`config.mk`:
```
export PLATFORM = sky130hd
export DESIGN_NAME = imusbc_in_stage
export DESIGN_NICKNAME = d
export VERILOG_FILES = /design/src/rtl/imusbc_pkg.sv /design/src/rtl/imusbc_in_stage.sv
export SDC_FILE = /design/constraint.sdc
export NUM_CORES = 2
export LEC_CHECK = 0
export ABC_AREA = 1
export BUFFER_PORTS_ARGS = -buffer_cell sky130_fd_sc_hd__clkbuf_2
export CORE_MARGIN = 2
export CORE_UTILIZATION = 50
export DETAILED_ROUTE_END_ITERATION = 16
export PLACE_DENSITY = 0.75
export REMOVE_ABC_BUFFERS = 1
export SETUP_SLACK_MARGIN = 0.2
export SLEW_MARGIN = 15
export SYNTH_ARGS = -nofsm -noshare
export SYNTH_HDL_FRONTEND = slang
export SYNTH_SLANG_ARGS = --single-unit
```
`constraint.sdc`:
```
create_clock -name clock -period 15.35 [get_ports clock]
set_clock_uncertainty 0.2 [all_clocks]
set_input_delay 2.3025 -clock clock [delete_from_list [all_inputs] [get_ports clock]]
set_output_delay 2.3025 -clock clock [all_outputs]
set_load 0.01 [all_outputs]
```
`src/rtl/imusbc_pkg.sv`:
```
// ----------------------------------------------------------------------------
// imusbc_pkg
// Shared types, codes and constants for the IMU still-bias calibrator.
// ----------------------------------------------------------------------------
package imusbc_pkg;

   // Default module parameters
   localparam int ZERO_SAMPLES_DEF = 64;
   localparam int SAMPLE_BITS_DEF  = 16;

   // Fixed field widths
   localparam int CFG_W     = 15;
   localparam int SQ_W      = 2 * CFG_W;
   localparam int STREAK_W  = 8;
   localparam int TEMP_W    = 16;
   localparam int OP_W      = 2;
   localparam int STATUS_W  = 2;
   localparam int CSR_IDX_W = 3;

   localparam logic [STREAK_W-1:0] STREAK_MAX = {STREAK_W{1'b1}};

   // Register reset values
   localparam logic [CFG_W-1:0]    MIN_NORM_RST    = CFG_W'(512);
   localparam logic [CFG_W-1:0]    MAX_NORM_RST    = CFG_W'(7680);
   localparam logic [CFG_W-1:0]    GYRO_LIMIT_RST  = CFG_W'(96);
   localparam logic [CFG_W-1:0]    ACCEL_DRIFT_RST = CFG_W'(128);
   localparam logic [STREAK_W-1:0] FAIL_LIMIT_RST  = STREAK_W'(5);

   // Operation codes of an input item
   typedef enum logic [OP_W-1:0] {
      OP_SAMPLE = 2'd0,
      OP_ZERO   = 2'd1,
      OP_ONLINE = 2'd2
   } op_type;

   // Sensor status codes
   typedef enum logic [STATUS_W-1:0] {
      ST_OFFLINE  = 2'd0,
      ST_INIT     = 2'd1,
      ST_HEALTHY  = 2'd2,
      ST_DEGRADED = 2'd3
   } status_type;

   // Configuration register indexes
   typedef enum logic [CSR_IDX_W-1:0] {
      CSR_MIN_NORM    = 3'd0,
      CSR_MAX_NORM    = 3'd1,
      CSR_GYRO_LIMIT  = 3'd2,
      CSR_ACCEL_DRIFT = 3'd3,
      CSR_FAIL_LIMIT  = 3'd4
   } csr_idx_type;

   // Limits as seen by the datapath (squares already formed)
   typedef struct packed {
      logic [SQ_W-1:0]     min_norm_sq;
      logic [SQ_W-1:0]     max_norm_sq;
      logic [CFG_W-1:0]    gyro_limit;
      logic [SQ_W-1:0]     drift_sq;
      logic [STREAK_W-1:0] fail_limit;
   } limits_type;

   // Control part of a captured item
   typedef struct packed {
      op_type op;
      logic   sample_ok;
   } item_ctrl_type;

endpackage

```
`src/rtl/imusbc_in_stage.sv`:
```
// ----------------------------------------------------------------------------
// imusbc_in_stage
// Input register: captures an item and its acceleration norm check.
// ----------------------------------------------------------------------------
module imusbc_in_stage #(
   parameter int SAMPLE_BITS = imusbc_pkg::SAMPLE_BITS_DEF
) (
   input  logic                                 clock,
   input  logic                                 reset,
   input  logic                                 accept,
   input  logic                                 advance,
   input  logic [imusbc_pkg::OP_W-1:0]          operation,
   input  logic                                 read_ok,
   input  logic signed [SAMPLE_BITS-1:0]        accel [3],
   input  logic signed [SAMPLE_BITS-1:0]        rate [3],
   input  logic signed [imusbc_pkg::TEMP_W-1:0] temp_in,
   input  imusbc_pkg::limits_type               limits,
   output logic                                 s0_valid,
   output imusbc_pkg::item_ctrl_type            s0_ctrl,
   output logic signed [SAMPLE_BITS-1:0]        s0_accel [3],
   output logic signed [SAMPLE_BITS-1:0]        s0_rate [3],
   output logic signed [imusbc_pkg::TEMP_W-1:0] s0_temp
);

   localparam int SQR_W  = 2 * SAMPLE_BITS;
   localparam int NORM_W = (SQR_W > imusbc_pkg::SQ_W) ? SQR_W : imusbc_pkg::SQ_W;

   logic                                 valid_ff, valid_in;
   imusbc_pkg::item_ctrl_type            ctrl_ff, ctrl_in;
   logic signed [SAMPLE_BITS-1:0]        accel_ff [3];
   logic signed [SAMPLE_BITS-1:0]        rate_ff [3];
   logic signed [imusbc_pkg::TEMP_W-1:0] temp_ff;
   logic signed [SQR_W-1:0]              accel_wide [3];
   logic [SQR_W-1:0]                     accel_sq [3];
   logic [NORM_W-1:0]                    norm_sq;

   // Square and sum the acceleration axes
   always_comb begin
      for (int i = 0; i < 3; i++) begin
         accel_wide[i] = {{SAMPLE_BITS{accel[i][SAMPLE_BITS-1]}}, accel[i]};
         accel_sq[i]   = $unsigned(accel_wide[i] * accel_wide[i]);
      end
      norm_sq = NORM_W'(accel_sq[0]) + NORM_W'(accel_sq[1]) + NORM_W'(accel_sq[2]);
   end

   // Build the control word of the incoming item
   always_comb begin
      ctrl_in.op        = imusbc_pkg::op_type'(operation);
      ctrl_in.sample_ok = read_ok
                        && (norm_sq >= NORM_W'(limits.min_norm_sq))
                        && (norm_sq <= NORM_W'(limits.max_norm_sq));
      valid_in = accept | (valid_ff & ~advance);
   end

   always_ff @(posedge clock) begin
      if (reset) begin
         valid_ff <= 1'b0;
      end else begin
         valid_ff <= valid_in;
      end
   end

   // Hold the payload until the item moves on
   always_ff @(posedge clock) begin
      if (accept) begin
         ctrl_ff  <= ctrl_in;
         accel_ff <= accel;
         rate_ff  <= rate;
         temp_ff  <= temp_in;
      end
   end

   assign s0_valid = valid_ff;
   assign s0_ctrl  = ctrl_ff;
   assign s0_accel = accel_ff;
   assign s0_rate  = rate_ff;
   assign s0_temp  = temp_ff;

endmodule

```
=== Word-level counts from Yosys, hierarchy flattened ===
Cells that the tools add are included.

* Reduce and logical (&&, ||, !) cells: 2
* $lt $le $gt $ge: 2
* Divide/modulo/power cells: 0
* $mul: 3
* Add/sub/neg operators: 2
* Mux-type cells: 0
* Bitwise logic cells: 3
* Equal/unequal tests: 0
* Shifts and indexed selects: 0

{| class="wikitable"
|+ Operators by type and width
! kind !! count
|-
| 16-bit by 16-bit multiplier with 32-bit output || 3
|-
| 32-bit adder || 2
|-
| 32-bit by 30-bit >= comparator with 1-bit output || 1
|-
| 32-bit by 30-bit less-or-equal comparator with 1-bit output || 1
|-
| 1-bit logical AND || 2
|-
| 1-bit bitwise AND || 1
|-
| 1-bit NOT || 1
|-
| 1-bit bitwise OR || 1
|}

* RAM bits: 0
* Flip-flop bits (word level): 116
* Output and inout bits: 116
* Memories kept: 0
* Input port bits: 232
* Bits in latches: 0
* Word-level logic and storage cells: 22
* Memory bits (read-only): 0

=== Longest topological paths before layout ===
* Depth in word-level cells: 6
* Depth in mapped cells: 43
* Mapped depth without buffers: 41

=== Least setup slack after synthesis ===
No wires, ideal clock.

* Path type: in2reg
* Start point: input port accel[15] (netlist name)
* End point: register ctrl_ff (netlist bit s0_ctrl[0]), data pin
* Required time: 15,012 ps
* Stages on the path: 34
* Setup time: 138 ps
* Buffers on the path: 2
* Data arrival time: 10,338 ps
* Slack: 4,674 ps
* Path through: clkbuf_1 clkbuf_1 nand2_1 fa_1 fa_1 inv_1 fa_1 inv_1 fa_1 inv_1 fa_1 fa_1 fa_1 fa_1 inv_1 fa_1 inv_1 ha_1 a21oi_1 o21ai_0 a21oi_1 nand3_1 a21oi_1 o21ai_1 xor2_1 ha_1 nand2_1 nor2_1 nand3_1 nor3_1 nand4_1 a21boi_0 nand2_1 nor2_1

{| class="wikitable"
|+ RTL lines
! what !! line !! source
|-
| start: declaration || imusbc_in_stage.sv:14 || <nowiki>input logic signed [SAMPLE_BITS-1:0] accel [3],</nowiki>
|-
| end signal: assignment || imusbc_in_stage.sv:66 || <nowiki>ctrl_ff <= ctrl_in;</nowiki>
|-
| end: declaration || imusbc_in_stage.sv:29 || <nowiki>imusbc_pkg::item_ctrl_type ctrl_ff, ctrl_in;</nowiki>
|}

==> impl_metrics.prom <==
# TYPE chip_impl_metric gauge
chip_impl_metric{name="wirelength",unit="um"} 72600
chip_impl_metric{name="post_route_drc_violation_count",unit=""} 0
chip_impl_metric{name="clock_tree.buffer_depth",unit=""} 2
chip_impl_metric{name="cts-buffers-inserted",unit=""} 17
chip_impl_metric{name="gp_congestion",unit=""} 0.925
chip_impl_metric{name="grt-ovfl-total",unit=""} 0
chip_impl_metric{name="io_pins",unit=""} 348
chip_impl_metric{name="transition_time_of_the_tightest_slew_check_pin",unit="ns"} 0.989
chip_impl_metric{name="critical-path-max-stage-delay",unit="ns"} 0.63
chip_impl_metric{name="floorplan.initialDensity",unit="%"} 50.3
chip_impl_info{name="critPathKind",value="in -> reg"} 1
chip_impl_metric{name="worst_slew_margin_rel",unit="%"} 34.1
chip_impl_info{name="cp-start-kind",value="primary input"} 1
chip_impl_metric{name="drt-pass1-iter-count",unit=""} 5
chip_impl_metric{name="routed_via_density",unit=""} 4.80
chip_impl_metric{name="distinct_cell_type_count_of_the_synthesized_netlist",unit=""} 37
chip_impl_metric{name="core_region_area",unit="mm^2"} 0.0641
chip_impl_metric{name="die_y",unit="um"} 258
chip_impl_info{name="unrepaired_setup_endpoints_after_global_routing",value="false"} 1
chip_impl_metric{name="grt_max_degree",unit=""} 76
chip_impl_metric{name="place.detailed.hpwl",unit="um"} 62200
chip_impl_metric{name="share_of_cell_area_taken_by_muxes_after_synthesis",unit="%"} 0.0349
chip_impl_metric{name="mean_syn_cell_area",unit="um^2"} 9.42
chip_impl_metric{name="floorplan.die.width",unit="um"} 258
chip_impl_metric{name="cp.arrival",unit="ns"} 11.49
chip_impl_metric{name="maxCapViolCount",unit=""} 0
chip_impl_info{name="cts_tree",value="yes"} 1
chip_impl_metric{name="post_synth_and_or_nand_nor_area_fraction",unit="%"} 7.99
chip_impl_metric{name="tns",unit="ns"} 0
chip_impl_metric{name="wl_met3",unit="um"} 4210
chip_impl_info{name="synth_top_family_by_area",value="adder cells"} 1
chip_impl_metric{name="portBuffers",unit=""} 294
chip_impl_metric{name="worst_slack",unit="ns"} 3.99
chip_impl_metric{name="detail_route.wl_per_cell",unit="um"} 16.0
chip_impl_metric{name="routedLengthMet1",unit="um"} 27200
chip_impl_metric{name="hold-worst-slack",unit="ns"} 0.293
chip_impl_metric{name="h-tree-depth",unit=""} 4
chip_impl_metric{name="postSynthRegisterBits",unit=""} 116
chip_impl_metric{name="routed-wl-met2",unit="um"} 38300
chip_impl_info{name="layout.cells.most_common_list",value="1,295 x inv_1, 817 x fa_1, 529 x nand2_1"} 1
chip_impl_metric{name="clkSinkCount",unit=""} 116
chip_impl_metric{name="layout-area-overhead-vs-synth",unit="%"} 8.82
chip_impl_metric{name="critical_path_peak_fanout",unit=""} 22
chip_impl_metric{name="clkLatencyLatePin",unit="ns"} 0.45
chip_impl_metric{name="final-max-slew-violation-count",unit=""} 0
chip_impl_info{name="mostFrequentLayoutCell",value="inv_1"} 1
chip_impl_metric{name="via_count",unit=""} 21700
chip_impl_metric{name="synth_seq_area_share",unit="%"} 10.8
chip_impl_metric{name="finalWorstPathRequiredPeriod",unit="ns"} 11.36
chip_impl_info{name="dr.max_layer_used",value="met5"} 1
chip_impl_info{name="clock_tree.root_cell",value="clkbuf_16"} 1
chip_impl_metric{name="first_global_vias",unit=""} 24300
chip_impl_metric{name="cts.repair.resized",unit=""} 0
chip_impl_metric{name="finalHoldViolations",unit=""} 0
chip_impl_info{name="critical-path-slowest-cell",value="nand2_1"} 1
chip_impl_metric{name="post_route_cells_drive_above_1_share",unit="%"} 9.92
chip_impl_metric{name="drtIter0Drc",unit=""} 1163
chip_impl_metric{name="setup_viol",unit=""} 0
chip_impl_metric{name="synth_compound_gate_area_share",unit="%"} 2.14
chip_impl_metric{name="postSynthCellCount",unit=""} 3422
chip_impl_info{name="worstSetupEndpointType",value="flip-flop"} 1
chip_impl_metric{name="synthesis.area",unit="mm^2"} 0.0322
chip_impl_metric{name="row_count",unit=""} 93
chip_impl_metric{name="number_of_buffers_added_for_setup_after_cts",unit=""} 0
chip_impl_info{name="crit_path_frequent_cell",value="fa_1"} 1
chip_impl_metric{name="cts_hold_repair.buffers",unit=""} 0
chip_impl_metric{name="grt_pass1_wl",unit="um"} 122000
chip_impl_metric{name="post_synth_xor_area_fraction",unit="%"} 1.85
chip_impl_metric{name="antenna-diode-count",unit=""} 0
chip_impl_metric{name="groute.usage.overall",unit="%"} 23.5
chip_impl_info{name="outcome",value="completed"} 1
chip_impl_metric{name="antenna_found_initial",unit=""} 1
chip_impl_metric{name="die_area",unit="mm^2"} 0.0665
chip_impl_metric{name="drtAntennaViolNets",unit=""} 0
chip_impl_metric{name="synth-adder-area-share",unit="%"} 61.1
chip_impl_metric{name="design.final.nets",unit=""} 4973
chip_impl_info{name="hold_path_class",value="reg -> reg"} 1
chip_impl_metric{name="final_min_period_over_clock_period",unit="%"} 74.0
chip_impl_metric{name="fmaxAchievable",unit="GHz"} 0.0880
chip_impl_metric{name="path_clk_slew",unit="ns"} 0.08
chip_impl_metric{name="placement.setup.worst_slack",unit="ns"} 3.53
chip_impl_metric{name="yosys_warnings",unit=""} 0
chip_impl_metric{name="worstPathRequired",unit="ns"} 15.48
==> logic make-up (layout without fill, tap and decap cells) <==
group           after synthesis  after routing
buf+inv                    1387           1635
fa+ha+maj                  1083           1083
simple gates                650            650
compound gates              116            116
flops                       116            116
xor+xnor                     68             68
other cells                   1              1
mux                           1              1
==> worst max-delay path: cells and delay by family <==
kind,cells,cell delay (ns)
and+or+nand+nor,9,1.58
xor gates and xnor gates,1,0.17
AOI/OAI and AO/OA,6,1.12
adders and majority gates,11,5.14
buffers and inverters,6,1.13
==> flip-flops by register name (all words and copies together) (netlist names) <==
register,cells
s0_valid,1
s0_ctrl,3
s0_accel,48
s0_rate,48
s0_temp,16
==> layout make-up <==
class | instances | area, um^2
fill | 5578 | 29000
multi-input combinational | 1919 | 23600
clock inverter | 14 | 104
timing repair buffer | 309 | 1590
sequential | 116 | 3470
clock buffer | 17 | 425
inverter | 1295 | 4860
tap | 855 | 1070
==> synth_stat cells (all sizes together) <==
| library cell | number | share of area [%] |
|---|---|---|
| inv | 1295 | 15 |
| fa | 817 | 51 |
| nand2 | 529 | 6.2 |
| ha | 266 | 10 |
| edfxtp | 115 | 11 |
| clkbuf | 89 | 1.0 |
| a21oi | 60 | 0.93 |
| nor2 | 53 | 0.62 |
| xnor2 | 40 | 1.1 |
| xor2 | 28 | 0.76 |
| o21ai | 24 | 0.41 |
| nand3 | 21 | 0.34 |
| nor3 | 15 | 0.23 |
| or2 | 14 | 0.27 |
| nand4 | 9 | 0.17 |
| a21o | 7 | 0.16 |
| a21boi | 5 | 0.14 |
| a31oi | 5 | 0.12 |
| nand3b | 5 | 0.12 |
| a211oi | 4 | 0.093 |
| buf | 3 | 0.035 |
| nor4 | 3 | 0.058 |
| o21a | 3 | 0.070 |
| o21bai | 3 | 0.070 |
| a31o | 2 | 0.054 |
| o221a | 2 | 0.070 |
| and3 | 1 | 0.019 |
| conb | 1 | 0.012 |
| dfxtp | 1 | 0.062 |
| mux2 | 1 | 0.035 |
| o2111ai | 1 | 0.027 |
==> stage by stage <==
| stage | util, % | area [um^2] | instances |
|---|---|---|---|
| 2_1_floorplan | - | 31900 | 3330 |
| 3_3_place_gp | 53.9 | 34600 | 4494 |
| 3_5_place_dp | 53.9 | 34600 | 4494 |
| 4_1_cts | 54.7 | 35100 | 4525 |
| 5_1_grt | 54.7 | 35100 | 4525 |
| 6_report | 54.7 | 35100 | 4525 |
==> metal layers <==
layer,vias up,GRT usage (%)
met3,150,3.41
met2,654,41.9
met1,11000,29.0
met5,-,0
met4,2,8.86
li1,9969,-
==> worst paths after layout <==
kind | slack (ns) | depth (start not counted) | end | startpoint
setup / recovery | 3.99 | 33 | s0_ctrl[0] | accel[31]
hold / removal | 0.29 | 2 | s0_valid | s0_valid
setup reg to reg | 14.55 | 2 | s0_valid | s0_valid
hold reg to reg | 0.29 | 2 | s0_valid | s0_valid
Power is not shown: default switching activity piles up to over one toggle a cycle in this logic, so the estimate is an artifact.
