**src/rtl/imusbc_pkg.sv**
```systemverilog
// ----------------------------------------------------------------------------
// imusbc_pkg
// Shared types, codes and constants for the IMU still-bias calibrator.
// ----------------------------------------------------------------------------
package imusbc_pkg;

   // Default module parameters
   localparam int ZERO_SAMPLES_DEF = 64;
   localparam int SAMPLE_BITS_DEF  = 16;

   // Fixed field widths
   localparam int CFG_W     = 15;
   localparam int SQ_W      = 2 * CFG_W;
   localparam int STREAK_W  = 8;
   localparam int TEMP_W    = 16;
   localparam int OP_W      = 2;
   localparam int STATUS_W  = 2;
   localparam int CSR_IDX_W = 3;

   localparam logic [STREAK_W-1:0] STREAK_MAX = {STREAK_W{1'b1}};

   // Register reset values
   localparam logic [CFG_W-1:0]    MIN_NORM_RST    = CFG_W'(512);
   localparam logic [CFG_W-1:0]    MAX_NORM_RST    = CFG_W'(7680);
   localparam logic [CFG_W-1:0]    GYRO_LIMIT_RST  = CFG_W'(96);
   localparam logic [CFG_W-1:0]    ACCEL_DRIFT_RST = CFG_W'(128);
   localparam logic [STREAK_W-1:0] FAIL_LIMIT_RST  = STREAK_W'(5);

   // Operation codes of an input item
   typedef enum logic [OP_W-1:0] {
      OP_SAMPLE = 2'd0,
      OP_ZERO   = 2'd1,
      OP_ONLINE = 2'd2
   } op_type;

   // Sensor status codes
   typedef enum logic [STATUS_W-1:0] {
      ST_OFFLINE  = 2'd0,
      ST_INIT     = 2'd1,
      ST_HEALTHY  = 2'd2,
      ST_DEGRADED = 2'd3
   } status_type;

   // Configuration register indexes
   typedef enum logic [CSR_IDX_W-1:0] {
      CSR_MIN_NORM    = 3'd0,
      CSR_MAX_NORM    = 3'd1,
      CSR_GYRO_LIMIT  = 3'd2,
      CSR_ACCEL_DRIFT = 3'd3,
      CSR_FAIL_LIMIT  = 3'd4
   } csr_idx_type;

   // Limits as seen by the datapath (squares already formed)
   typedef struct packed {
      logic [SQ_W-1:0]     min_norm_sq;
      logic [SQ_W-1:0]     max_norm_sq;
      logic [CFG_W-1:0]    gyro_limit;
      logic [SQ_W-1:0]     drift_sq;
      logic [STREAK_W-1:0] fail_limit;
   } limits_type;

   // Control part of a captured item
   typedef struct packed {
      op_type op;
      logic   sample_ok;
   } item_ctrl_type;

endpackage

```
**src/rtl/imusbc_calc.sv**
```systemverilog
// ----------------------------------------------------------------------------
// imusbc_calc
// Calibration state, stillness checks, bias averaging and result register.
// ----------------------------------------------------------------------------
module imusbc_calc #(
   parameter int ZERO_SAMPLES = imusbc_pkg::ZERO_SAMPLES_DEF,
   parameter int SAMPLE_BITS  = imusbc_pkg::SAMPLE_BITS_DEF
) (
   input  logic                                 clock,
   input  logic                                 reset,
   input  logic                                 fire,
   input  logic                                 rsp_stall,
   input  imusbc_pkg::limits_type               limits,
   input  imusbc_pkg::item_ctrl_type            s0_ctrl,
   input  logic signed [SAMPLE_BITS-1:0]        s0_accel [3],
   input  logic signed [SAMPLE_BITS-1:0]        s0_rate [3],
   input  logic signed [imusbc_pkg::TEMP_W-1:0] s0_temp,
   output logic                                 rsp_valid,
   output imusbc_pkg::status_type               rsp_status,
   output logic                                 rsp_is_calibrated,
   output logic                                 rsp_is_zeroing,
   output logic                                 rsp_request_accepted,
   output logic signed [SAMPLE_BITS:0]          rsp_corr_accel [3],
   output logic signed [SAMPLE_BITS:0]          rsp_corr_rate [3],
   output logic signed [imusbc_pkg::TEMP_W-1:0] rsp_temp_out
);

   localparam int B      = SAMPLE_BITS;
   localparam int CNT_W  = $clog2(ZERO_SAMPLES + 1);
   localparam int LOGN   = $clog2(ZERO_SAMPLES);
   localparam int SUM_W  = B + LOGN;
   localparam int MAG_W  = (B + 1 > imusbc_pkg::CFG_W) ? B + 1 : imusbc_pkg::CFG_W;
   localparam int DSQ_W  = 2 * B + 2;
   localparam int D2_W   = DSQ_W + 2;
   localparam int CMP_W  = (D2_W > imusbc_pkg::SQ_W) ? D2_W : imusbc_pkg::SQ_W;
   // Floor division by the sample count through a reciprocal multiply
   localparam int K       = SUM_W + LOGN;
   localparam int RECIP_W = SUM_W + 1;
   localparam int PROD_W  = SUM_W + RECIP_W;
   localparam longint unsigned RECIP_VAL =
      ((64'd1 << K) + longint'(ZERO_SAMPLES) - 64'd1) / longint'(ZERO_SAMPLES);
   localparam logic [RECIP_W-1:0] RECIP = RECIP_W'(RECIP_VAL);
   localparam longint unsigned OFFSET_VAL = longint'(ZERO_SAMPLES) << (B - 1);
   localparam logic [SUM_W-1:0] OFFSET = SUM_W'(OFFSET_VAL);
   localparam logic [CNT_W-1:0] LAST_COUNT = CNT_W'(ZERO_SAMPLES - 1);

   // Calibration state
   logic                                 online_ff, online_in;
   logic                                 has_sample_ff, has_sample_in;
   logic                                 calibrated_ff, calibrated_in;
   logic                                 zeroing_ff, zeroing_in;
   logic [imusbc_pkg::STREAK_W-1:0]      streak_ff, streak_in;
   logic [CNT_W-1:0]                     count_ff, count_in;
   logic signed [B-1:0]                  ref_ff [3], ref_in [3];
   logic signed [SUM_W-1:0]              acc_sum_ff [3], acc_sum_in [3];
   logic signed [SUM_W-1:0]              rate_sum_ff [3], rate_sum_in [3];
   logic signed [B-1:0]                  acc_bias_ff [3], acc_bias_in [3];
   logic signed [B-1:0]                  rate_bias_ff [3], rate_bias_in [3];
   logic signed [imusbc_pkg::TEMP_W-1:0] temp_ff, temp_in;

   // Result register
   logic                                 rsp_valid_ff, rsp_valid_in;
   imusbc_pkg::status_type               status_ff, status_in;
   logic                                 accepted_ff, accepted_in;
   logic signed [B:0]                    corr_acc_ff [3], corr_acc_in [3];
   logic signed [B:0]                    corr_rate_ff [3], corr_rate_in [3];
   logic                                 cal_out_ff, zero_out_ff;
   logic signed [imusbc_pkg::TEMP_W-1:0] temp_out_ff;

   // Datapath terms
   logic [MAG_W-1:0]        gyro_mag [3];
   logic                    gyro_moving;
   logic signed [B:0]       drift [3];
   logic signed [DSQ_W-1:0] drift_wide [3];
   logic [DSQ_W-1:0]        drift_sq [3];
   logic [CMP_W-1:0]        drift_total;
   logic                    drift_over;
   logic signed [SUM_W-1:0] acc_sum_plus [3];
   logic signed [SUM_W-1:0] rate_sum_plus [3];
   logic signed [B-1:0]     acc_bias_new [3];
   logic signed [B-1:0]     rate_bias_new [3];
   logic                    corr_en;

   function automatic logic signed [B-1:0] floor_avg(input logic signed [SUM_W-1:0] s);
      logic [SUM_W-1:0]  u;
      logic [PROD_W-1:0] p;
      logic [B-1:0]      q;
      u = $unsigned(s) + OFFSET;
      p = PROD_W'(u) * PROD_W'(RECIP);
      q = p[K+B-1:K];
      return $signed({~q[B-1], q[B-2:0]});
   endfunction

   // Stillness checks and candidate sums and biases
   always_comb begin
      for (int i = 0; i < 3; i++) begin
         gyro_mag[i] = s0_rate[i][B-1] ? MAG_W'(-(B+1)'(s0_rate[i]))
                                       : MAG_W'($unsigned(s0_rate[i]));
         drift[i]      = (B+1)'(s0_accel[i]) - (B+1)'(ref_ff[i]);
         drift_wide[i] = DSQ_W'(drift[i]);
         drift_sq[i]   = $unsigned(drift_wide[i] * drift_wide[i]);
         acc_sum_plus[i]  = acc_sum_ff[i] + {{LOGN{s0_accel[i][B-1]}}, s0_accel[i]};
         rate_sum_plus[i] = rate_sum_ff[i] + {{LOGN{s0_rate[i][B-1]}}, s0_rate[i]};
         acc_bias_new[i]  = floor_avg(acc_sum_plus[i]);
         rate_bias_new[i] = floor_avg(rate_sum_plus[i]);
      end
      gyro_moving = (gyro_mag[0] > MAG_W'(limits.gyro_limit))
                 || (gyro_mag[1] > MAG_W'(limits.gyro_limit))
                 || (gyro_mag[2] > MAG_W'(limits.gyro_limit));
      drift_total = CMP_W'(drift_sq[0]) + CMP_W'(drift_sq[1]) + CMP_W'(drift_sq[2]);
      drift_over  = drift_total > CMP_W'(limits.drift_sq);
   end

   // Next state for the item in the input register
   always_comb begin
      online_in     = online_ff;
      has_sample_in = has_sample_ff;
      calibrated_in = calibrated_ff;
      zeroing_in    = zeroing_ff;
      streak_in     = streak_ff;
      count_in      = count_ff;
      ref_in        = ref_ff;
      acc_sum_in    = acc_sum_ff;
      rate_sum_in   = rate_sum_ff;
      acc_bias_in   = acc_bias_ff;
      rate_bias_in  = rate_bias_ff;
      temp_in       = temp_ff;
      accepted_in   = 1'b0;
      corr_en       = 1'b0;

      case (s0_ctrl.op)
         imusbc_pkg::OP_SAMPLE: begin
            if (online_ff) begin
               if (s0_ctrl.sample_ok) begin
                  streak_in     = '0;
                  has_sample_in = 1'b1;
                  temp_in       = s0_temp;
                  if (zeroing_ff) begin
                     if (gyro_moving || (count_ff != '0 && drift_over)) begin
                        // restart averaging
                        count_in      = '0;
                        calibrated_in = 1'b0;
                        zeroing_in    = 1'b1;
                        for (int i = 0; i < 3; i++) begin
                           ref_in[i]       = '0;
                           acc_sum_in[i]   = '0;
                           rate_sum_in[i]  = '0;
                           acc_bias_in[i]  = '0;
                           rate_bias_in[i] = '0;
                        end
                     end else begin
                        if (count_ff == '0) begin
                           ref_in = s0_accel;
                        end
                        acc_sum_in  = acc_sum_plus;
                        rate_sum_in = rate_sum_plus;
                        count_in    = count_ff + CNT_W'(1);
                        if (count_ff == LAST_COUNT) begin
                           acc_bias_in   = acc_bias_new;
                           rate_bias_in  = rate_bias_new;
                           calibrated_in = 1'b1;
                           zeroing_in    = 1'b0;
                        end
                     end
                  end
                  corr_en = calibrated_in;
               end else begin
                  // count the failure, saturating
                  if (streak_ff != imusbc_pkg::STREAK_MAX) begin
                     streak_in = streak_ff + imusbc_pkg::STREAK_W'(1);
                  end
                  if (streak_in >= limits.fail_limit) begin
                     online_in     = 1'b0;
                     has_sample_in = 1'b0;
                     calibrated_in = 1'b0;
                     zeroing_in    = 1'b0;
                  end
               end
            end
         end
         imusbc_pkg::OP_ZERO: begin
            if (online_ff && has_sample_ff) begin
               accepted_in   = 1'b1;
               count_in      = '0;
               calibrated_in = 1'b0;
               zeroing_in    = 1'b1;
               for (int i = 0; i < 3; i++) begin
                  ref_in[i]       = '0;
                  acc_sum_in[i]   = '0;
                  rate_sum_in[i]  = '0;
                  acc_bias_in[i]  = '0;
                  rate_bias_in[i] = '0;
               end
            end
         end
         imusbc_pkg::OP_ONLINE: begin
            online_in     = 1'b1;
            has_sample_in = 1'b0;
            streak_in     = '0;
            count_in      = '0;
            calibrated_in = 1'b0;
            zeroing_in    = 1'b1;
            for (int i = 0; i < 3; i++) begin
               ref_in[i]       = '0;
               acc_sum_in[i]   = '0;
               rate_sum_in[i]  = '0;
               acc_bias_in[i]  = '0;
               rate_bias_in[i] = '0;
            end
         end
         default: ;
      endcase

      // Correct the sample with the biases in force after this item
      for (int i = 0; i < 3; i++) begin
         corr_acc_in[i]  = corr_en ? (B+1)'(s0_accel[i]) - (B+1)'(acc_bias_in[i]) : '0;
         corr_rate_in[i] = corr_en ? (B+1)'(s0_rate[i]) - (B+1)'(rate_bias_in[i]) : '0;
      end

      // Derive status from the updated state
      if (!online_in) begin
         status_in = imusbc_pkg::ST_OFFLINE;
      end else if (!has_sample_in || zeroing_in || !calibrated_in) begin
         status_in = imusbc_pkg::ST_INIT;
      end else if (streak_in != '0) begin
         status_in = imusbc_pkg::ST_DEGRADED;
      end else begin
         status_in = imusbc_pkg::ST_HEALTHY;
      end

      rsp_valid_in = fire | (rsp_valid_ff & rsp_stall);
   end

   // Advance state on each processed item
   always_ff @(posedge clock) begin
      if (reset) begin
         online_ff     <= 1'b0;
         has_sample_ff <= 1'b0;
         calibrated_ff <= 1'b0;
         zeroing_ff    <= 1'b0;
         streak_ff     <= '0;
         count_ff      <= '0;
         temp_ff       <= '0;
         rsp_valid_ff  <= 1'b0;
         for (int i = 0; i < 3; i++) begin
            ref_ff[i]       <= '0;
            acc_sum_ff[i]   <= '0;
            rate_sum_ff[i]  <= '0;
            acc_bias_ff[i]  <= '0;
            rate_bias_ff[i] <= '0;
         end
      end else begin
         rsp_valid_ff <= rsp_valid_in;
         if (fire) begin
            online_ff     <= online_in;
            has_sample_ff <= has_sample_in;
            calibrated_ff <= calibrated_in;
            zeroing_ff    <= zeroing_in;
            streak_ff     <= streak_in;
            count_ff      <= count_in;
            temp_ff       <= temp_in;
            ref_ff        <= ref_in;
            acc_sum_ff    <= acc_sum_in;
            rate_sum_ff   <= rate_sum_in;
            acc_bias_ff   <= acc_bias_in;
            rate_bias_ff  <= rate_bias_in;
         end
      end
   end

   // Load the result register
   always_ff @(posedge clock) begin
      if (fire) begin
         status_ff    <= status_in;
         cal_out_ff   <= calibrated_in;
         zero_out_ff  <= zeroing_in;
         accepted_ff  <= accepted_in;
         corr_acc_ff  <= corr_acc_in;
         corr_rate_ff <= corr_rate_in;
         temp_out_ff  <= temp_in;
      end
   end

   assign rsp_valid            = rsp_valid_ff;
   assign rsp_status           = status_ff;
   assign rsp_is_calibrated    = cal_out_ff;
   assign rsp_is_zeroing       = zero_out_ff;
   assign rsp_request_accepted = accepted_ff;
   assign rsp_corr_accel       = corr_acc_ff;
   assign rsp_corr_rate        = corr_rate_ff;
   assign rsp_temp_out         = temp_out_ff;

`ifndef SYNTHESIS
   a_cal_zero_excl: assert property (@(posedge clock) disable iff (reset)
      !(calibrated_ff && zeroing_ff))
      else $error("calibrated and zeroing both set");

   a_offline_clear: assert property (@(posedge clock) disable iff (reset)
      !online_ff |-> (!has_sample_ff && !calibrated_ff && !zeroing_ff))
      else $error("offline sensor keeps sample or calibration state");

   a_count_bound: assert property (@(posedge clock) disable iff (reset)
      (count_ff <= CNT_W'(ZERO_SAMPLES)) && (zeroing_ff || !calibrated_ff
         || count_ff == CNT_W'(ZERO_SAMPLES)))
      else $error("still count out of range");

   a_accept_restarts: assert property (@(posedge clock) disable iff (reset)
      (rsp_valid_ff && accepted_ff) |-> (zero_out_ff && !cal_out_ff
         && status_ff == imusbc_pkg::ST_INIT))
      else $error("accepted zero request did not restart averaging");
`endif

endmodule
```
**config.mk**
```make
export PLATFORM = sky130hd
export DESIGN_NAME = imusbc_calc
export DESIGN_NICKNAME = d
export VERILOG_FILES = /design/src/rtl/imusbc_pkg.sv /design/src/rtl/imusbc_calc.sv
export SDC_FILE = /design/constraint.sdc
export NUM_CORES = 2
export LEC_CHECK = 0
export BUFFER_PORTS_ARGS = -buffer_cell sky130_fd_sc_hd__buf_2
export CORE_AREA = 2 2 248 495
export DETAILED_ROUTE_END_ITERATION = 12
export DIE_AREA = 0 0 250 497
export GPL_TIMING_DRIVEN = 0
export PLACE_DENSITY_LB_ADDON = 0.25
export SLEW_MARGIN = 20
export SYNTH_ARGS = -nofsm -noshare
export SYNTH_HDL_FRONTEND = slang
export SYNTH_SLANG_ARGS = --single-unit
```
**constraint.sdc**
```tcl
create_clock -name clock -period 22.6 [get_ports clock]
set_clock_uncertainty 0.15 [all_clocks]
set_input_delay 4.52 -clock clock [delete_from_list [all_inputs] [get_ports clock]]
set_output_delay 4.52 -clock clock [all_outputs]
set_load 0.03 [all_outputs]
```
# Word-level counts from Yosys, hierarchy flattened
# Cells that the tools add are included.
# word_totals
reg_bits,435
input_bits,232
word_cells,187
# op_classes
add_sub_neg,28
n_mul,3
n_lt_le_gt_ge,5
eq_ne,9
muxes,81
n_bitwise,9
reduce_logical,17
# ops
operator,count
$mux W48,18
$mux W66,9
$pmux W48 S3,3
$pmux W66 S3,2
$sub A16 B16 Y17,9
$add A22 B22 Y22,6
$add A22 B22 Y22 const B,6
$mul A17 B17 Y34,3
$gt A17 B15 Y1,3
$mux W17,3
$neg A16 Y17,3
$mux W16,3
$mux W8,6
$add A35 B34 Y36,1
$gt A36 B30 Y1,1
$add A34 B34 Y35,1
$mux W7,5
$mux W1,26
$pmux W7 S3,1
$pmux W8 S2,1
$add A8 B1 Y8 const B,1
$ge A8 B8 Y1,1
$ne A2 B2 Y1 const B,4
$ne A8 B8 Y1 const B,1
other kinds (21),35

# Depth between registers and ports, before layout
# logic_depth
depth_word,15
depth_mapped,75
depth_no_buf,72

# Worst setup path after synthesis
# OpenSTA, ideal clock, no wires.
# synth_path
kind,input-to-reg
from,input s0_accel[0] (netlist name)
to,"register corr_rate_ff, in the netlist rsp_corr_rate[16], data pin"
t_arrival_ns,19.388
path_slack_ns,2.916
cell_stages,71
path_cell_list,inv_1 ha_1 fa_1 nor2b_1 o21ai_0 a21boi_0 o21ai_0 a21oi_1 o21ai_0 a21oi_1 o21ai_0 a211oi_1 inv_1 clkbuf_1 nand2_1 inv_1 fa_1 fa_1 (+35 left out) nor4_4 nand4b_4 a2111oi_4 buf_2 buf_2 a22oi_1 ha_1 nor2b_1 o21ai_0 a21boi_0 o21ai_0 a21boi_0 o21a_1 nor2_1 o211a_1 o31ai_1 or4b_2 a21oi_1
# synth_between
elab_chain_cells,12
word_cells_on_any_way,17
classes_between,3 x add/sub; 1 x mul; 1 x order compare; 10 x mux; 2 x reduce/logical
# synth_lines
item,line_no,source
"start, declared",imusbc_calc.sv:15,"input logic signed [SAMPLE_BITS-1:0] s0_accel [3],"
$sub A16 B16 Y17 (*),imusbc_calc.sv:99,drift[i] = (B+1)'(s0_accel[i]) - (B+1)'(ref_ff[i]);
$mul A17 B17 Y34 (*),imusbc_calc.sv:101,drift_sq[i] = $unsigned(drift_wide[i] * drift_wide[i]);
$add A35 B34 Y36 (*),imusbc_calc.sv:110,drift_total = CMP_W'(drift_sq[0]) + CMP_W'(drift_sq[1]) + CMP_W'(drift_sq[2]);
$gt A36 B30 Y1 (*),imusbc_calc.sv:111,drift_over = drift_total > CMP_W'(limits.drift_sq);
$logic_and A1 B1 Y1 (*),imusbc_calc.sv:139,if (gyro_moving || (count_ff != '0 && drift_over)) begin
$logic_or A1 B1 Y1 (*),imusbc_calc.sv:139,
$mux W48,imusbc_calc.sv:139,
$mux W48,imusbc_calc.sv:138,if (zeroing_ff) begin
$mux W48,imusbc_calc.sv:134,if (s0_ctrl.sample_ok) begin
$mux W48,imusbc_calc.sv:133,if (online_ff) begin
$pmux W48 S3,imusbc_calc.sv:131,case (s0_ctrl.op)
$sub A16 B16 Y17,imusbc_calc.sv:217,corr_rate_in[i] = corr_en ? (B+1)'(s0_rate[i]) - (B+1)'(rate_bias_in[i]) : '0;
"end signal, assigned",imusbc_calc.sv:279,corr_rate_ff <= corr_rate_in;
"end, declared",imusbc_calc.sv:66,"logic signed [B:0] corr_rate_ff [3], corr_rate_in [3];"
# Every way passes the cells marked *; elsewhere a longest branch is shown, timed or not.
# A chain may end at the register's enable or synchronous reset.

# Worst setup path in the final report
# layout_path
from,input s0_accel[17] (netlist name)
to,"register corr_rate_ff, in the netlist rsp_corr_rate[50], data pin"
# layout_between
elab_chain_cells,13
word_cells_on_any_way,18
classes_between,4 x add/sub; 1 x mul; 1 x order compare; 10 x mux; 2 x reduce/logical
# layout_lines
item,line_no
$sub A16 B16 Y17 (*),imusbc_calc.sv:99
$mul A17 B17 Y34 (*),imusbc_calc.sv:101
$add A34 B34 Y35 (*),imusbc_calc.sv:110
$add A35 B34 Y36 (*),imusbc_calc.sv:110
$gt A36 B30 Y1 (*),imusbc_calc.sv:111
$logic_and A1 B1 Y1 (*),imusbc_calc.sv:139
$logic_or A1 B1 Y1 (*),imusbc_calc.sv:139
$mux W48,imusbc_calc.sv:139
$mux W48,imusbc_calc.sv:138
$mux W48,imusbc_calc.sv:134
$mux W48,imusbc_calc.sv:133
$pmux W48 S3,imusbc_calc.sv:131
$sub A16 B16 Y17,imusbc_calc.sv:217
# Marks and branches as above.

==> run metrics <==
outcome finished, violations left; violated checks DRC; Crit Path Max Fanout 10; hold_buf cts 0; Largest stage delay, worst path 850 ps; clock sinks 435; port buffer count 294; CTS clk-pin slew, worst paths 80 ps; Die ar. 124000 µm²; ys flop type dfxtp_1; CP Buf/Inv Count 11; worst min path class reg2reg; starting density of the core 52.8%; Critical Setup Path Class in2reg; met2 usage in global routing 64.1%; DR WL/cell 23.9 µm; worst-margin pin slew 1280 ps; root buffer cell clkbuf_16; CP arrival 22170 ps; Slew Viols, Final 0; Hold Vio Cnt, Final 0; met1 GRT Util 32.8%; row cnt 180; R2R Path Start ref_ff[17]$_SDFFE_PP0P_; RSZ-0062 raised after global routing no; CTS Buffer Depth 3; first-pass GRT wire length 338000 µm; synthesized area per cell 8.54 µm²; vias in the first global route 58839; ANT nets after route 0; # DRC 2; cts bufs inserted 36; GRT Util Overall 36.2%; start point of the critical path s0_accel[17]; CP required 22770 ps; initial antenna violation count 29; final critical-path required period 22000 ps; io pins 356; die height 497 µm; Critical Path Slowest Stage Cell xor2_1; Skew-Pair Late Insertion Delay 610 ps; DR pass1 iterations 12; Synth Net Count 9177; async set or reset register ratio after synthesis 0%; Final Wtd Congestion 1.05; final wirelength 224000 µm; post-synthesis cell count 7436; Setup crit start kind input pin; synth unique cells 84; initial DRC count 3401; P&R area growth vs syn 8.20%; synthesized cell area 63500 µm²; Synthesis Warnings 0; hpwl dp 186000 µm; Post-synth EDFFs 123; met3 Use GR 6.22%; layout cells sized above 1 7.19%; Final setup viols 0; final instance area 68700 µm²; busiest grt layer met2; Overflow after GRT 0; Final Core Density 57.1%; fmax 45.4 MHz; #FFs+latches synth 435; Placed Instance Area 67100 µm²; via count 55198; pin count of the biggest net entering global routing 85; Core Box Area 120000 µm²; Max H-tree Level 2; sequential share of the synthesized area 15.6%; Crit path max-delay family compound AO/OA/AOI/OAI gates; Die W 250 µm; Max-Cap Viols 0; Min-Delay Startpoint ref_ff[19]$_SDFFE_PP0P_; r2r worst-path depth 62; Hold Path Cell Cnt 2; setup_tns 0 ps; CP Capture Type register; hold_ws 302 ps; vias per cell 5.89; Worst slew margin 14.1%; Final Cycle Share 97.4%; critical path depth 62; nets 9520; TritonCTS clock tree done
tightest hold or removal path, stage by stage (launching register included):
cell,delay (ps)
dfxtp_1,310
nand2_1,50
a21oi_1,50
registers in the layout, indices dropped and copies added, names as in the netlist:
name                  count
rsp_is_calibrated         1
ref_ff                   48
temp_ff                  16
rsp_temp_out             16
acc_sum_ff               66
rsp_valid                 1
online_ff                 1
rsp_is_zeroing            1
acc_bias_ff              48
rsp_corr_rate            51
rsp_corr_accel           51
rsp_status                2
streak_ff                 8
rate_bias_ff             48
rsp_request_accepted      1
calibrated_ff             1
zeroing_ff                1
rate_sum_ff              66
count_ff                  7
has_sample_ff             1
final timing paths:
kind	slack, ps	end
setup / recovery	600	rsp_corr_rate[50]$_SDFFCE_PN0P_
hold / removal	300	ref_ff[19]$_SDFFE_PP0P_
setup reg to reg	4280	rsp_corr_rate[50]$_SDFFCE_PN0P_
hold reg to reg	300	ref_ff[19]$_SDFFE_PP0P_
area by class of cell:
class	count	area [µm²]
well taps	1547	1940
clock inverters	17	121
clock buffers	47	1010
plain buffers	261	1160
flip-flops and latches	435	9940
multi-input cells	5374	47800
inverters	1362	5110
diodes	24	60.1
fillers	11272	51500
repair buffers	309	1630
timing repair:
item                       4_1_cts  5_1_grt
setup buffers                    7        3
setup endpoints to repair       62       62
pin swaps                        2        3
resized for setup               27       89
synth_stat cells, types with 127 or more instances:
master / count / area share (%)
a21oi_1: 485 / 3.8
a22oi_1: 127 / 1.5
clkbuf_1: 215 / 1.3
dfxtp_1: 312 / 9.8
fa_1: 860 / 27
ha_1: 649 / 13
inv_1: 1357 / 8.0
nand2_1: 600 / 3.5
nand3_1: 298 / 2.3
nor2_1: 599 / 3.5
nor3_1: 179 / 1.4
o21ai_0: 213 / 1.7
xnor2_1: 263 / 3.6
per-stage QoR:
stage | std cells | setup WS (ps)
after global placement | 9277 | -1720
after detailed placement | 9281 | -1830
after CTS | 9351 | 28.2
after global routing | 9361 | 31.6
after floorplan | 7436 | 2920
final | 9376 | 595
cells in the final DEF (no fill, tap or decap), drive strengths merged, types with 263 or more instances in the layout:
cell type,count
a21oi,488
buf,358
dfxtp,312
fa,860
ha,649
inv,1358
nand2,600
nand3,298
nor2,599
xnor2,263
cells by family after synthesis:
kind of cell | count (synthesis) | synth area share [%]
buffers and inverters | 1627 | 9.75
adders and majority gates | 1509 | 39.9
DFF | 435 | 15.6
muxes | 27 | 0.473
AOI/OAI and AO/OA | 1379 | 14.0
xor gates and xnor gates | 362 | 5.01
and+or+nand+nor | 2097 | 15.2
per-layer routing:
metal	wire length [µm]	part of all wire, %
met1	67800	30
met4	31300	14
met2	112000	50
met3	13500	6.0
met5	41	0.018
Power is not shown: default switching activity piles up to over one toggle a cycle in this logic, so the estimate is an artifact.
